[src/rtl/assert_macros.svh]
// assertion macros shared by the rtl files that check themselves
// expects clk and arst_n in the scope where a macro is used
`ifndef ASSERT_MACROS_SVH
`define ASSERT_MACROS_SVH

// clocked check, off while in reset
`define WSDF_ASSERT(lbl, prop, msg) \
	lbl: assert property (@(posedge clk) disable iff (!arst_n) prop) else $error(msg);

// clocked check that also holds during reset
`define WSDF_ASSERT_ALWAYS(lbl, prop, msg) \
	lbl: assert property (@(posedge clk) prop) else $error(msg);

`endif

[src/rtl/wsdf_pkg.sv]
// types and constants for the websocket frame deframer
// no dependencies; used by the result and config channel interfaces and the top level
`default_nettype none

package wsdf_pkg;

	typedef enum logic [1:0] {
		KIND_DATA  = 2'd0,
		KIND_PONG  = 2'd1,
		KIND_CLOSE = 2'd2,
		KIND_BIG   = 2'd3
	} kind_t;

	typedef logic [3:0] opcode_t;

	localparam opcode_t OP_DATA_MAX = 4'h2;
	localparam opcode_t OP_CLOSE    = 4'h8;
	localparam opcode_t OP_PING     = 4'h9;

	localparam int unsigned CFG_W = 32;
	localparam int unsigned LEN_W = 64;

	localparam logic [CFG_W-1:0] MAX_FRAME_LEN_RST = CFG_W'(2 * 1024 * 1024);

	localparam logic [6:0] LEN7_EXT16 = 7'd126;
	localparam logic [6:0] LEN7_EXT64 = 7'd127;
	localparam logic [3:0] EXT16_BYTES = 4'd2;
	localparam logic [3:0] EXT64_BYTES = 4'd8;

endpackage

`default_nettype wire

[src/rtl/wsdf_in_if.sv]
// input byte channel of the websocket frame deframer
// depends on nothing but valid/ready handshake conventions
`default_nettype none

interface wsdf_in_if;
	logic       valid;
	logic       ready;
	logic [7:0] in_byte;

	modport source (output valid, output in_byte, input ready);
	modport sink   (input valid, input in_byte, output ready);
endinterface

`default_nettype wire

[src/rtl/wsdf_out_if.sv]
// result channel of the websocket frame deframer
// depends on wsdf_pkg for the result kind type
`default_nettype none

interface wsdf_out_if;
	logic              valid;
	logic              ready;
	wsdf_pkg::kind_t   kind;
	logic [7:0]        payload_byte;
	logic              has_byte;
	logic              last;

	modport source (output valid, output kind, output payload_byte, output has_byte,
		output last, input ready);
	modport sink   (input valid, input kind, input payload_byte, input has_byte,
		input last, output ready);
endinterface

`default_nettype wire

[src/rtl/wsdf_cfg_if.sv]
// configuration write channel carrying max_frame_len
// depends on wsdf_pkg for the register width
`default_nettype none

interface wsdf_cfg_if;
	logic                       valid;
	logic                       ready;
	logic [wsdf_pkg::CFG_W-1:0] max_frame_len;

	modport source (output valid, output max_frame_len, input ready);
	modport sink   (input valid, input max_frame_len, output ready);
endinterface

`default_nettype wire

[src/rtl/websocket_frame_deframer_top.sv]
// websocket frame deframer, receive side: one stream byte per beat in, at most one result out.
// depends on wsdf_pkg, wsdf_in_if, wsdf_out_if, wsdf_cfg_if and assert_macros.svh.
// A byte is taken into an input register, the frame parser updates its state from it and
// loads any result into an output register, so a byte is accepted in every cycle while
// the result side takes beats. The rate is set by the update of the 64-bit remaining length
// counter and the length check against max_frame_len. Data frames give unmasked payload
// bytes, pings give raw pong bytes or a bare marker, close frames and oversize lengths give a
// marker and then the block drops every byte until reset. The user must write max_frame_len
// only while the block is idle; the block itself does not enforce this.
`default_nettype none
`include "assert_macros.svh"

module websocket_frame_deframer_top (
	input  wire         clk,
	input  wire         arst_n,
	wsdf_in_if.sink     in_ch,
	wsdf_out_if.source  out_ch,
	wsdf_cfg_if.sink    cfg
);
	import wsdf_pkg::*;

	typedef enum logic [4:0] {
		PH_HDR0    = 5'b00001,
		PH_HDR1    = 5'b00010,
		PH_EXTLEN  = 5'b00100,
		PH_MASK    = 5'b01000,
		PH_PAYLOAD = 5'b10000
	} phase_t;

	// configuration
	logic [CFG_W-1:0] max_len_q;

	// input stage
	logic       valid_s1;
	logic [7:0] byte_s1;
	logic       advance;
	logic       in_take;

	// parser state
	phase_t           phase_q, phase_nxt;
	opcode_t          opcode_q, opcode_nxt;
	logic             mask_q, mask_nxt;
	logic [LEN_W-1:0] rem_q, rem_nxt;
	logic [3:0]       hcnt_q, hcnt_nxt;
	logic [31:0]      key_q, key_nxt;
	logic [1:0]       mask_pos_q, mask_pos_nxt;
	logic             halted_q, halted_nxt;

	// result register
	logic       out_valid_q;
	kind_t      kind_q;
	logic [7:0] pbyte_q;
	logic       has_q;
	logic       last_q;

	// next result
	logic             res_load;
	kind_t            res_kind;
	logic [7:0]       res_byte;
	logic             res_has;
	logic             res_last;

	logic             len_done;
	logic             body_go;
	logic [LEN_W-1:0] len_new;
	logic [LEN_W-1:0] rem_dec;
	logic             fin;

	assign advance   = valid_s1 && (!out_valid_q || out_ch.ready);
	assign in_ch.ready = !valid_s1 || advance;
	assign in_take   = in_ch.valid && in_ch.ready;
	assign cfg.ready = 1'b1;

	assign rem_dec = rem_q - LEN_W'(1);
	assign fin     = (rem_dec == '0);

	always_comb begin
		phase_nxt    = phase_q;
		opcode_nxt   = opcode_q;
		mask_nxt     = mask_q;
		rem_nxt      = rem_q;
		hcnt_nxt     = hcnt_q;
		key_nxt      = key_q;
		mask_pos_nxt = mask_pos_q;
		halted_nxt   = halted_q;
		res_load     = 1'b0;
		res_kind     = KIND_DATA;
		res_byte     = 8'h00;
		res_has      = 1'b0;
		res_last     = 1'b0;
		len_done     = 1'b0;
		body_go      = 1'b0;
		len_new      = '0;

		if (advance && !halted_q) begin
			case (phase_q)
				PH_HDR0: begin
					opcode_nxt   = byte_s1[3:0];
					key_nxt      = '0;
					mask_pos_nxt = '0;
					rem_nxt      = '0;
					phase_nxt    = PH_HDR1;
				end
				PH_HDR1: begin
					mask_nxt = byte_s1[7];
					rem_nxt  = '0;
					if (byte_s1[6:0] == LEN7_EXT16 || byte_s1[6:0] == LEN7_EXT64) begin
						hcnt_nxt  = (byte_s1[6:0] == LEN7_EXT16) ? EXT16_BYTES : EXT64_BYTES;
						phase_nxt = PH_EXTLEN;
					end else begin
						len_new  = {{(LEN_W-7){1'b0}}, byte_s1[6:0]};
						len_done = 1'b1;
					end
				end
				PH_EXTLEN: begin
					len_new  = {rem_q[LEN_W-9:0], byte_s1};
					rem_nxt  = len_new;
					hcnt_nxt = hcnt_q - 4'd1;
					if (hcnt_nxt == 4'd0) begin
						len_done = 1'b1;
					end
				end
				PH_MASK: begin
					key_nxt[{mask_pos_q, 3'b000} +: 8] = byte_s1;
					mask_pos_nxt = mask_pos_q + 2'd1;
					if (mask_pos_nxt == 2'd0) begin
						body_go = 1'b1;
					end
				end
				PH_PAYLOAD: begin
					rem_nxt = rem_dec;
					if (fin) begin
						phase_nxt = PH_HDR0;
					end
					if (opcode_q <= OP_DATA_MAX) begin
						mask_pos_nxt = mask_pos_q + 2'd1;
						res_load = 1'b1;
						res_kind = KIND_DATA;
						res_byte = byte_s1 ^ key_q[{mask_pos_q, 3'b000} +: 8];
						res_has  = 1'b1;
						res_last = fin;
					end else if (opcode_q == OP_PING) begin
						res_load = 1'b1;
						res_kind = KIND_PONG;
						res_byte = byte_s1;
						res_has  = 1'b1;
						res_last = fin;
					end else if (opcode_q == OP_CLOSE && fin) begin
						halted_nxt = 1'b1;
						res_load   = 1'b1;
						res_kind   = KIND_CLOSE;
						res_last   = 1'b1;
					end
				end
				default: begin
					phase_nxt = PH_HDR0;
				end
			endcase

			// length field complete: size check, then mask key or body
			if (len_done) begin
				rem_nxt = len_new;
				if ((|len_new[LEN_W-1:CFG_W]) || (len_new[CFG_W-1:0] > max_len_q)) begin
					halted_nxt = 1'b1;
					phase_nxt  = PH_HDR0;
					res_load   = 1'b1;
					res_kind   = KIND_BIG;
					res_last   = 1'b1;
				end else if (mask_nxt) begin
					mask_pos_nxt = '0;
					phase_nxt    = PH_MASK;
				end else begin
					body_go = 1'b1;
				end
			end

			// header fully read: empty frames finish here
			if (body_go) begin
				if (rem_nxt != '0) begin
					phase_nxt = PH_PAYLOAD;
				end else begin
					phase_nxt = PH_HDR0;
					if (opcode_q == OP_CLOSE) begin
						halted_nxt = 1'b1;
						res_load   = 1'b1;
						res_kind   = KIND_CLOSE;
						res_last   = 1'b1;
					end else if (opcode_q == OP_PING) begin
						res_load = 1'b1;
						res_kind = KIND_PONG;
						res_last = 1'b1;
					end
				end
			end
		end
	end

	always_ff @(posedge clk or negedge arst_n) begin
		if (!arst_n) begin
			max_len_q <= MAX_FRAME_LEN_RST;
		end else if (cfg.valid && cfg.ready) begin
			max_len_q <= cfg.max_frame_len;
		end
	end

	always_ff @(posedge clk or negedge arst_n) begin
		if (!arst_n) begin
			valid_s1 <= 1'b0;
		end else if (in_take) begin
			valid_s1 <= 1'b1;
		end else if (advance) begin
			valid_s1 <= 1'b0;
		end
	end

	always_ff @(posedge clk) begin
		if (in_take) begin
			byte_s1 <= in_ch.in_byte;
		end
	end

	always_ff @(posedge clk or negedge arst_n) begin
		if (!arst_n) begin
			phase_q    <= PH_HDR0;
			opcode_q   <= '0;
			mask_q     <= 1'b0;
			rem_q      <= '0;
			hcnt_q     <= '0;
			key_q      <= '0;
			mask_pos_q <= '0;
			halted_q   <= 1'b0;
		end else begin
			phase_q    <= phase_nxt;
			opcode_q   <= opcode_nxt;
			mask_q     <= mask_nxt;
			rem_q      <= rem_nxt;
			hcnt_q     <= hcnt_nxt;
			key_q      <= key_nxt;
			mask_pos_q <= mask_pos_nxt;
			halted_q   <= halted_nxt;
		end
	end

	// result register: the old beat is gone or leaves whenever advance is high
	always_ff @(posedge clk or negedge arst_n) begin
		if (!arst_n) begin
			out_valid_q <= 1'b0;
		end else if (advance) begin
			out_valid_q <= res_load;
		end else if (out_ch.ready) begin
			out_valid_q <= 1'b0;
		end
	end

	always_ff @(posedge clk) begin
		if (advance && res_load) begin
			kind_q  <= res_kind;
			pbyte_q <= res_byte;
			has_q   <= res_has;
			last_q  <= res_last;
		end
	end

	assign out_ch.valid        = out_valid_q;
	assign out_ch.kind         = kind_q;
	assign out_ch.payload_byte = pbyte_q;
	assign out_ch.has_byte     = has_q;
	assign out_ch.last         = last_q;

	`WSDF_ASSERT(a_halt_silent, halted_q && !out_valid_q |=> !out_valid_q, "result after halt")
	`WSDF_ASSERT(a_marker_shape,
		out_valid_q && (kind_q == KIND_CLOSE || kind_q == KIND_BIG) |-> !has_q && last_q,
		"close or oversize marker carries a byte")
	`WSDF_ASSERT(a_ext_mask_pos, phase_q == PH_EXTLEN |-> mask_pos_q == 2'd0, "mask position moved during length bytes")
	// held low across an edge, so the registers are already cleared
	`WSDF_ASSERT_ALWAYS(a_rst_quiet, !arst_n ##1 !arst_n |-> !out_valid_q && !valid_s1, "valid during reset")

endmodule

`default_nettype wire
[src/flat_wrapper.sv]
// flat-port wrapper written by rule: the top's interface ports become plain ports
module websocket_frame_deframer_top_flat import wsdf_pkg::*;
  (clk, arst_n, in_ch_valid, in_ch_in_byte, in_ch_ready, out_ch_valid, out_ch_kind, out_ch_payload_byte, out_ch_has_byte, out_ch_last, out_ch_ready, cfg_valid, cfg_max_frame_len, cfg_ready);
  wsdf_in_if in_ch_i ();
  wsdf_out_if out_ch_i ();
  wsdf_cfg_if cfg_i ();
  input  wire clk;
  input  wire arst_n;
  input wire logic [$bits(in_ch_i.valid)-1:0] in_ch_valid;
  input wire logic [$bits(in_ch_i.in_byte)-1:0] in_ch_in_byte;
  output wire logic [$bits(in_ch_i.ready)-1:0] in_ch_ready;
  output wire logic [$bits(out_ch_i.valid)-1:0] out_ch_valid;
  output wire logic [$bits(out_ch_i.kind)-1:0] out_ch_kind;
  output wire logic [$bits(out_ch_i.payload_byte)-1:0] out_ch_payload_byte;
  output wire logic [$bits(out_ch_i.has_byte)-1:0] out_ch_has_byte;
  output wire logic [$bits(out_ch_i.last)-1:0] out_ch_last;
  input wire logic [$bits(out_ch_i.ready)-1:0] out_ch_ready;
  input wire logic [$bits(cfg_i.valid)-1:0] cfg_valid;
  input wire logic [$bits(cfg_i.max_frame_len)-1:0] cfg_max_frame_len;
  output wire logic [$bits(cfg_i.ready)-1:0] cfg_ready;
  assign in_ch_i.valid = in_ch_valid;
  assign in_ch_i.in_byte = in_ch_in_byte;
  assign in_ch_ready = in_ch_i.ready;
  assign out_ch_valid = out_ch_i.valid;
  assign out_ch_kind = out_ch_i.kind;
  assign out_ch_payload_byte = out_ch_i.payload_byte;
  assign out_ch_has_byte = out_ch_i.has_byte;
  assign out_ch_last = out_ch_i.last;
  assign out_ch_i.ready = out_ch_ready;
  assign cfg_i.valid = cfg_valid;
  assign cfg_i.max_frame_len = cfg_max_frame_len;
  assign cfg_ready = cfg_i.ready;
  websocket_frame_deframer_top u_core (.clk(clk), .arst_n(arst_n), .in_ch(in_ch_i), .out_ch(out_ch_i), .cfg(cfg_i));
endmodule
[config.mk]
export PLATFORM = sky130hd
export DESIGN_NAME = websocket_frame_deframer_top_flat
export DESIGN_NICKNAME = d
export VERILOG_FILES = /design/src/rtl/wsdf_pkg.sv /design/src/rtl/wsdf_in_if.sv /design/src/rtl/wsdf_out_if.sv /design/src/rtl/wsdf_cfg_if.sv /design/src/rtl/websocket_frame_deframer_top.sv /design/src/flat_wrapper.sv
export VERILOG_INCLUDE_DIRS = /design/src /design/src/rtl
export SDC_FILE = /design/constraint.sdc
export NUM_CORES = 1
export LEC_CHECK = 0
export ABC_CLOCK_PERIOD_IN_PS = 7400
export BUFFER_PORTS_ARGS = -buffer_cell sky130_fd_sc_hd__buf_2
export CAP_MARGIN = 20
export CORE_ASPECT_RATIO = 0.5
export CORE_MARGIN = 4
export CORE_UTILIZATION = 40
export CTS_CLUSTER_DIAMETER = 150
export CTS_CLUSTER_SIZE = 12
export DETAILED_ROUTE_END_ITERATION = 12
export GPL_ROUTABILITY_DRIVEN = 1
export MAX_ROUTING_LAYER = met4
export PLACE_DENSITY_LB_ADDON = 0.08
export REMOVE_ABC_BUFFERS = 1
export SYNTH_ARGS = -nofsm -noshare
export SYNTH_HDL_FRONTEND = slang
export SYNTH_SLANG_ARGS = --single-unit
[constraint.sdc]
create_clock -name clk -period 7.4 [get_ports clk]
set_clock_uncertainty 0.15 [all_clocks]
set_input_delay 1.11 -clock clk [delete_from_list [all_inputs] [get_ports clk]]
set_output_delay 1.11 -clock clk [all_outputs]
set_load 0.02 [all_outputs]
# ---- Word-level counts from Yosys, hierarchy flattened
# Index checks and enable logic that the tools add are counted.
# W data, S select, Z words.
dict set report word_totals {
  regBits 167
  inputBits 45
  out_inout_bits 15
  elab_cells 146
}
dict set report classes {
  add_sub_neg 4
  n_lt_le_gt_ge 2
  n_eq_ne 10
  n_shift 3
  n_mux 83
  bitwise 1
  n_reduce_logical 27
}
# op count
set ops {}
lappend ops {{$mux W64} 3}
lappend ops {{$pmux W64 S3} 1}
lappend ops {{$pmux W64 S2} 1}
lappend ops {{$logic_not A64 Y1} 1}
lappend ops {{$pmux W32 S2} 1}
lappend ops {{$reduce_bool A64 Y1} 1}
lappend ops {{$sub A64 B1 Y64 const B} 1}
lappend ops {{$mux W1} 46}
lappend ops {{$mux W5} 7}
lappend ops {{$bwmux W32} 1}
lappend ops {{$gt A32 B32 Y1} 1}
lappend ops {{$reduce_or A32 Y1} 1}
lappend ops {{$shift A8 B7 Y32 const A} 1}
lappend ops {{$shiftx A32 B6 Y8} 1}
lappend ops {{$shiftx A8 B7 Y32} 1}
lappend ops {{$mux W2} 14}
lappend ops {{$pmux W5 S4} 1}
lappend ops {{$mux W8} 2}
lappend ops {{$eq A7 B7 Y1 const B} 2}
lappend ops {{$eq A4 B4 Y1 const B} 2}
lappend ops {{$mux W4} 2}
lappend ops {{$pmux W4 S2} 1}
lappend ops {{$reduce_bool A2 Y1} 4}
lappend ops {{$xor A8 B8 Y8} 1}
lappend ops {{21 further kinds} 33}

# ---- Depth between registers and ports, before layout
dict set report depth {
  depth_word 15
  ltp_mapped 18
  mapped_depth_nobuf 15
}

# ---- Least setup slack after synthesis
# No wires, ideal clock.
dict set report synth_path {
  path_kind {register to register}
  start {register u_core.phase_q[2]}
  end {register u_core.has_q, in the netlist u_core.out_ch.has_byte, enable pin}
  setup_time_ns 0.374
  t_arrival_ns 4.063
  path_slack_ns 2.813
  path_stages_with_launch 17
  n_path_buf 3
  cell_sequence {dfrtp_1 clkbuf_1 nor3b_1 clkbuf_1 clkbuf_1 and3_1 ha_1 nand4_1 or4_1 o21bai_1 o22ai_1 a211oi_2 a21boi_1 nor4_1 and4b_1 nand2_2 a22oi_2}
}
dict set report synth_between {
  elab_chain_cells 13
  word_cells_on_any_way 33
  cone_classes {1 x order compare; 5 x eq/ne; 22 x mux; 5 x reduce/logical}
}
# item line
set synth_lines {}
lappend synth_lines {{from (decl)} websocket_frame_deframer_top.sv:40} ;# phase_t phase_q, phase_nxt;
lappend synth_lines {{from (signal assigned)} websocket_frame_deframer_top.sv:233} ;# phase_q <= phase_nxt;
lappend synth_lines {{$eq A5 B3 Y1 or $eq A5 B2 Y1 (tied branches)} websocket_frame_deframer_top.sv:96} ;# case (phase_q)
lappend synth_lines {{$pmux W64 S2} websocket_frame_deframer_top.sv:96}
lappend synth_lines {{$mux W64} websocket_frame_deframer_top.sv:95} ;# if (advance && !halted_q) begin
lappend synth_lines {{$gt A32 B32 Y1 or $reduce_or A32 Y1 (tied branches)} websocket_frame_deframer_top.sv:163} ;# if ((|len_new[LEN_W-1:CFG_W]) || (len_new[CFG_W-1:0] > max_len_q)) begin
lappend synth_lines {{$logic_or A1 B1 Y1} websocket_frame_deframer_top.sv:163}
lappend synth_lines {{$mux W1} websocket_frame_deframer_top.sv:163}
lappend synth_lines {{$mux W1} websocket_frame_deframer_top.sv:161} ;# if (len_done) begin
lappend synth_lines {{$mux W1} websocket_frame_deframer_top.sv:188} ;# end else if (opcode_q == OP_PING) begin
lappend synth_lines {{$mux W1} websocket_frame_deframer_top.sv:183} ;# if (opcode_q == OP_CLOSE) begin
lappend synth_lines {{$mux W1} websocket_frame_deframer_top.sv:179} ;# if (rem_nxt != '0) begin
lappend synth_lines {{$mux W1 *} websocket_frame_deframer_top.sv:178} ;# if (body_go) begin
lappend synth_lines {{$mux W1 *} websocket_frame_deframer_top.sv:95}
lappend synth_lines {{$logic_and A1 B1 Y1 *} websocket_frame_deframer_top.sv:256} ;# if (advance && res_load) begin
lappend synth_lines {{to (signal assigned)} websocket_frame_deframer_top.sv:259} ;# has_q <= res_has;
lappend synth_lines {{to (decl)} websocket_frame_deframer_top.sv:53} ;# logic has_q;
# Every way passes the cells marked *; elsewhere a longest branch is shown, timed or not. The select of a mux whose other input is x is not followed.
# A chain may end at the register's enable or synchronous reset.

# ---- Worst setup path in the final report
dict set report layout_path {
  start {register u_core.phase_q[1]}
  end {register u_core.kind_q[0], in the netlist u_core.out_ch.kind[0], enable pin}
}
dict set report layout_between {
  elab_chain_cells 13
  word_cells_on_any_way 33
  cone_classes {1 x order compare; 5 x eq/ne; 22 x mux; 5 x reduce/logical}
}
# item line
set layout_lines {}
lappend layout_lines {{$eq A5 B3 Y1 or $eq A5 B2 Y1 (tied branches)} websocket_frame_deframer_top.sv:96}
lappend layout_lines {{$pmux W64 S2} websocket_frame_deframer_top.sv:96}
lappend layout_lines {{$mux W64} websocket_frame_deframer_top.sv:95}
lappend layout_lines {{$gt A32 B32 Y1 or $reduce_or A32 Y1 (tied branches)} websocket_frame_deframer_top.sv:163}
lappend layout_lines {{$logic_or A1 B1 Y1} websocket_frame_deframer_top.sv:163}
lappend layout_lines {{$mux W1} websocket_frame_deframer_top.sv:163}
lappend layout_lines {{$mux W1} websocket_frame_deframer_top.sv:161}
lappend layout_lines {{$mux W1} websocket_frame_deframer_top.sv:188}
lappend layout_lines {{$mux W1} websocket_frame_deframer_top.sv:183}
lappend layout_lines {{$mux W1} websocket_frame_deframer_top.sv:179}
lappend layout_lines {{$mux W1 *} websocket_frame_deframer_top.sv:178}
lappend layout_lines {{$mux W1 *} websocket_frame_deframer_top.sv:95}
lappend layout_lines {{$logic_and A1 B1 Y1 *} websocket_frame_deframer_top.sv:256}
lappend layout_lines {{to (signal assigned)} websocket_frame_deframer_top.sv:257} ;# kind_q <= res_kind;
lappend layout_lines {{to (decl)} websocket_frame_deframer_top.sv:51} ;# kind_t kind_q;
# Marked as above.

==> impl_metrics.tcl <==
set metrics [dict create \
    power_leakage_nw 5.662 \
    path_clk_slew_ns 0.08 \
    totalWireLength_mm 50.44 \
    required_ns 7.34 \
    drt_iter0_markers 1546 \
    place_hpwl_mm 36.48 \
    io_buffers 58 \
    hp-start "u_core.key_q[31]" \
    drv_cap 0 \
    hp-class "flop to flop" \
    chipWidth_um 253.3 \
    setup_viol 0 \
    rows 44 \
    synthArstFlopShare_pct 88.02 \
    fmax_mhz 148.6 \
    cp.arrival_ns 6.67 \
    min_to "u_core.key_q[31]" \
    grt_pass1_wl_mm 75.78 \
    cp-startpoint "u_core.phase_q[1]" \
    rsz0062_at_grt "false" \
    path_class "flop to flop" \
    path_max_fanout 19 \
    fin_area_um2 13220 \
    layout_common_cells "nand2_1, dfrtp_1, o21ai_0" \
    cts.sinks 167 \
    drc_errors 0 \
    yosys_warnings 0 \
    p_total_mw 4.562 \
    clock-root-buffer "clkbuf_16" \
    r2r_cells 15 \
    final_nets 1549 \
    setup_tns_ns 0 \
    grt_pass1_vias 11296 \
    postRouteAntennaNets 0 \
    via_count 12048 \
    htreeDepth 4 \
    fill_cells 2923 \
    postCtsSetupBuffers 0 \
    hold_depth 1 \
    numCtsBuffers 17 \
    rr_endpoint "u_core.out_ch.kind[0]" \
    cts_hold_buf 0 \
    cts_tree "built" \
    core_area_um2 29340 \
    multiInputGateArea_um2 7133 \
    postSynthCellCount 1487 \
    antenna_found_initial 2 \
    synth_compound_area_share_pct 21.78 \
    start_kind "flop" \
    rrSetupSlack_ns 0.67 \
    synth_adder_area_share_pct 4.262 \
    worstSetupEndpointType "flop" \
    relSlewSlack_pct 16.26 \
    drv_slew 0 \
    cts_buffer_depth 2 \
    grt-ovfl-total 0 \
    synth-xor-area-share_pct 2.838 \
    postLayoutCoreUtil_pct 45.05 \
    via_per_inst 6.446 \
    regArea_um2 4282 \
    yosys.area_share.simple_pct 27.28 \
    die_area_um2 33100 \
    status "finished clean" \
    routedWlPerCell_um 26.99 \
    synth_cell_types 91 \
    dpl_cell_area_um2 12570 \
    ys_seq_area_share_pct 35.57 \
    place.gp.congestion 1.024 \
    muxShareOfSynthArea_pct 2.692 \
    worstMarginPinSlew_ns 1.245 \
    cts_resized 0 \
    initial_core_util_pct 41.02 \
    post-route-period-util_pct 90.96 \
    hold_viol_final 0 \
    reg2reg_from "u_core.phase_q[1]" \
    clk_latency_ns 0.46 \
    max-vdd-ir-drop_mv 0.1650 \
    ys.flop_type "dfrtp_1" \
    synth_area_um2 12040 \
    synth_top_family_by_area "simple AND/OR/NAND/NOR gates" \
    final_common_cell "nand2_1" \
    synth_edf_count 20 \
    ys_seq_elements 167 \
    die_h_um 130.7 \
    period_needed_ns 6.731 \
    syn_to_final_growth_pct 9.834 \
    io_pins 60 \
    dr.pass1.iters 6 \
    track_usage_pct 31.73 \
    p_per_area_nw_per_um2 345.1 \
    grt_max_degree 81 \
    synth.avg_cell_area_um2 8.095 \
    drive_gt1_share_pct 11.31 \
]
[per-stage QoR]
step	instances	hold slack (ns)	worst slack (ns)
finish	1869	0.3585	0.6693
global route	1869	0.3763	0.3388
CTS	1865	0.3607	0.8373
detailed placement	1833	0.3382	0.8217
global placement	1832	0.3339	0.9879
floorplan	1363	0.3178	0.9841
[routing by layer]
layer | vias to the layer above | global-route usage [%] | wire, um
met5 | - | - | 0
met4 | 0 | 8.034 | 1145
met3 | 78 | 9.138 | 5299
met2 | 641 | 43.40 | 20480
met1 | 5913 | 45.84 | 23510
li1 | 5416 | - | -
[registers in the layout, summed over array words and instances, names as in the netlist]
signal,count
u_core.rem_q,64
u_core.key_q,32
u_core.max_len_q,32
u_core.byte_s1,8
u_core.out_ch.payload_byte,8
u_core.phase_q,5
u_core.hcnt_q,4
u_core.opcode_q,4
u_core.mask_pos_q,2
u_core.out_ch.kind,2
u_core.halted_q,1
u_core.mask_q,1
u_core.out_ch.has_byte,1
u_core.out_ch.last,1
u_core.out_ch.valid,1
u_core.valid_s1,1
[worst max-delay path, stage by stage (launching register included)]
cell,delay [ns]
dfrtp_1,0.81
nor3b_1,0.62
nand2_1,0.26
o21ai_0,0.63
nand2_1,0.26
ha_1,0.33
and4_1,0.25
nand4_1,0.28
o21bai_1,0.23
o22ai_1,0.20
a211oi_2,0.48
a21boi_1,0.34
nor4_1,0.34
and4b_1,0.31
nand2_2,0.18
a22oi_2,0.67
[synthesized netlist by cell type, types with 7 or more instances]
library cell / instances / area share, %
nor4_1: 45 / 2.3
a221oi_1: 7 / 0.51
and3_1: 31 / 1.6
nand4_1: 28 / 1.5
a21o_1: 12 / 0.75
a21boi_0: 7 / 0.44
nor3b_1: 11 / 0.69
clkbuf_1: 110 / 3.4
xnor2_1: 16 / 1.2
nand2_1: 185 / 5.8
xor2_1: 23 / 1.7
nor2_1: 123 / 3.8
mux2_2: 11 / 1.0
dfrtp_1: 145 / 30
a22o_1: 35 / 2.5
inv_1: 50 / 1.6
or4_1: 18 / 1.1
ha_1: 41 / 4.3
o22ai_1: 8 / 0.42
o21a_1: 8 / 0.50
a211oi_1: 18 / 1.1
a22oi_1: 11 / 0.69
and4_1: 10 / 0.73
o211ai_1: 11 / 0.69
or3_1: 14 / 0.73
o21ai_1: 7 / 0.29
nand2b_1: 13 / 0.68
a21oi_1: 77 / 3.2
buf_1: 9 / 0.28
nor2b_1: 10 / 0.52
o31ai_1: 9 / 0.56
mux4_2: 8 / 1.5
nor3_1: 61 / 2.5
and2_1: 14 / 0.73
a31oi_1: 17 / 0.88
o21ai_0: 128 / 5.3
nand3_1: 40 / 1.7
edfxtp_1: 20 / 5.0
[area by class of cell]
cell class / instances / share of cell area (%)
multi-input cells: 1146 / 53.96
flip-flops and latches: 167 / 32.39
repair buffers: 81 / 3.767
well taps: 391 / 3.701
clock buffers: 17 / 3.218
clock inverters: 15 / 1.514
inverters: 50 / 1.420
diodes: 2 / 0.03786
[worst max path at each step]
stage | endpoint | slack, ns | depth (start not counted)
floorplan | u_core.out_ch.has_byte | 0.98 | 15
global placement | u_core.out_ch.payload_byte[0] | 0.99 | 15
detailed placement | u_core.out_ch.payload_byte[1] | 0.82 | 15
CTS | u_core.out_ch.kind[0] | 0.84 | 15
global route | u_core.out_ch.kind[0] | 0.34 | 15
finish | u_core.out_ch.kind[0] | 0.67 | 15
[power breakdown]
group | switching, mW | internal (mW) | total (mW)
registers | 0.307 | 1.04 | 1.35
logic | 1.54 | 0.699 | 2.24
clock network | 0.484 | 0.492 | 0.977
[cells by family (layout without fill, tap and decap cells)]
| family | count (synthesis) | after routing |
|---|---|---|
| AO/OA/AOI/OAI | 405 | 405 |
| XOR/XNOR | 39 | 39 |
| adder cells (fa/ha/maj) | 41 | 41 |
| buffers and inverters | 174 | 163 |
| flip-flops | 167 | 167 |
| multiplexers | 21 | 21 |
| other | 1 | 3 |
| AND/OR/NAND/NOR | 639 | 639 |
(Power assumes the default switching activity.)
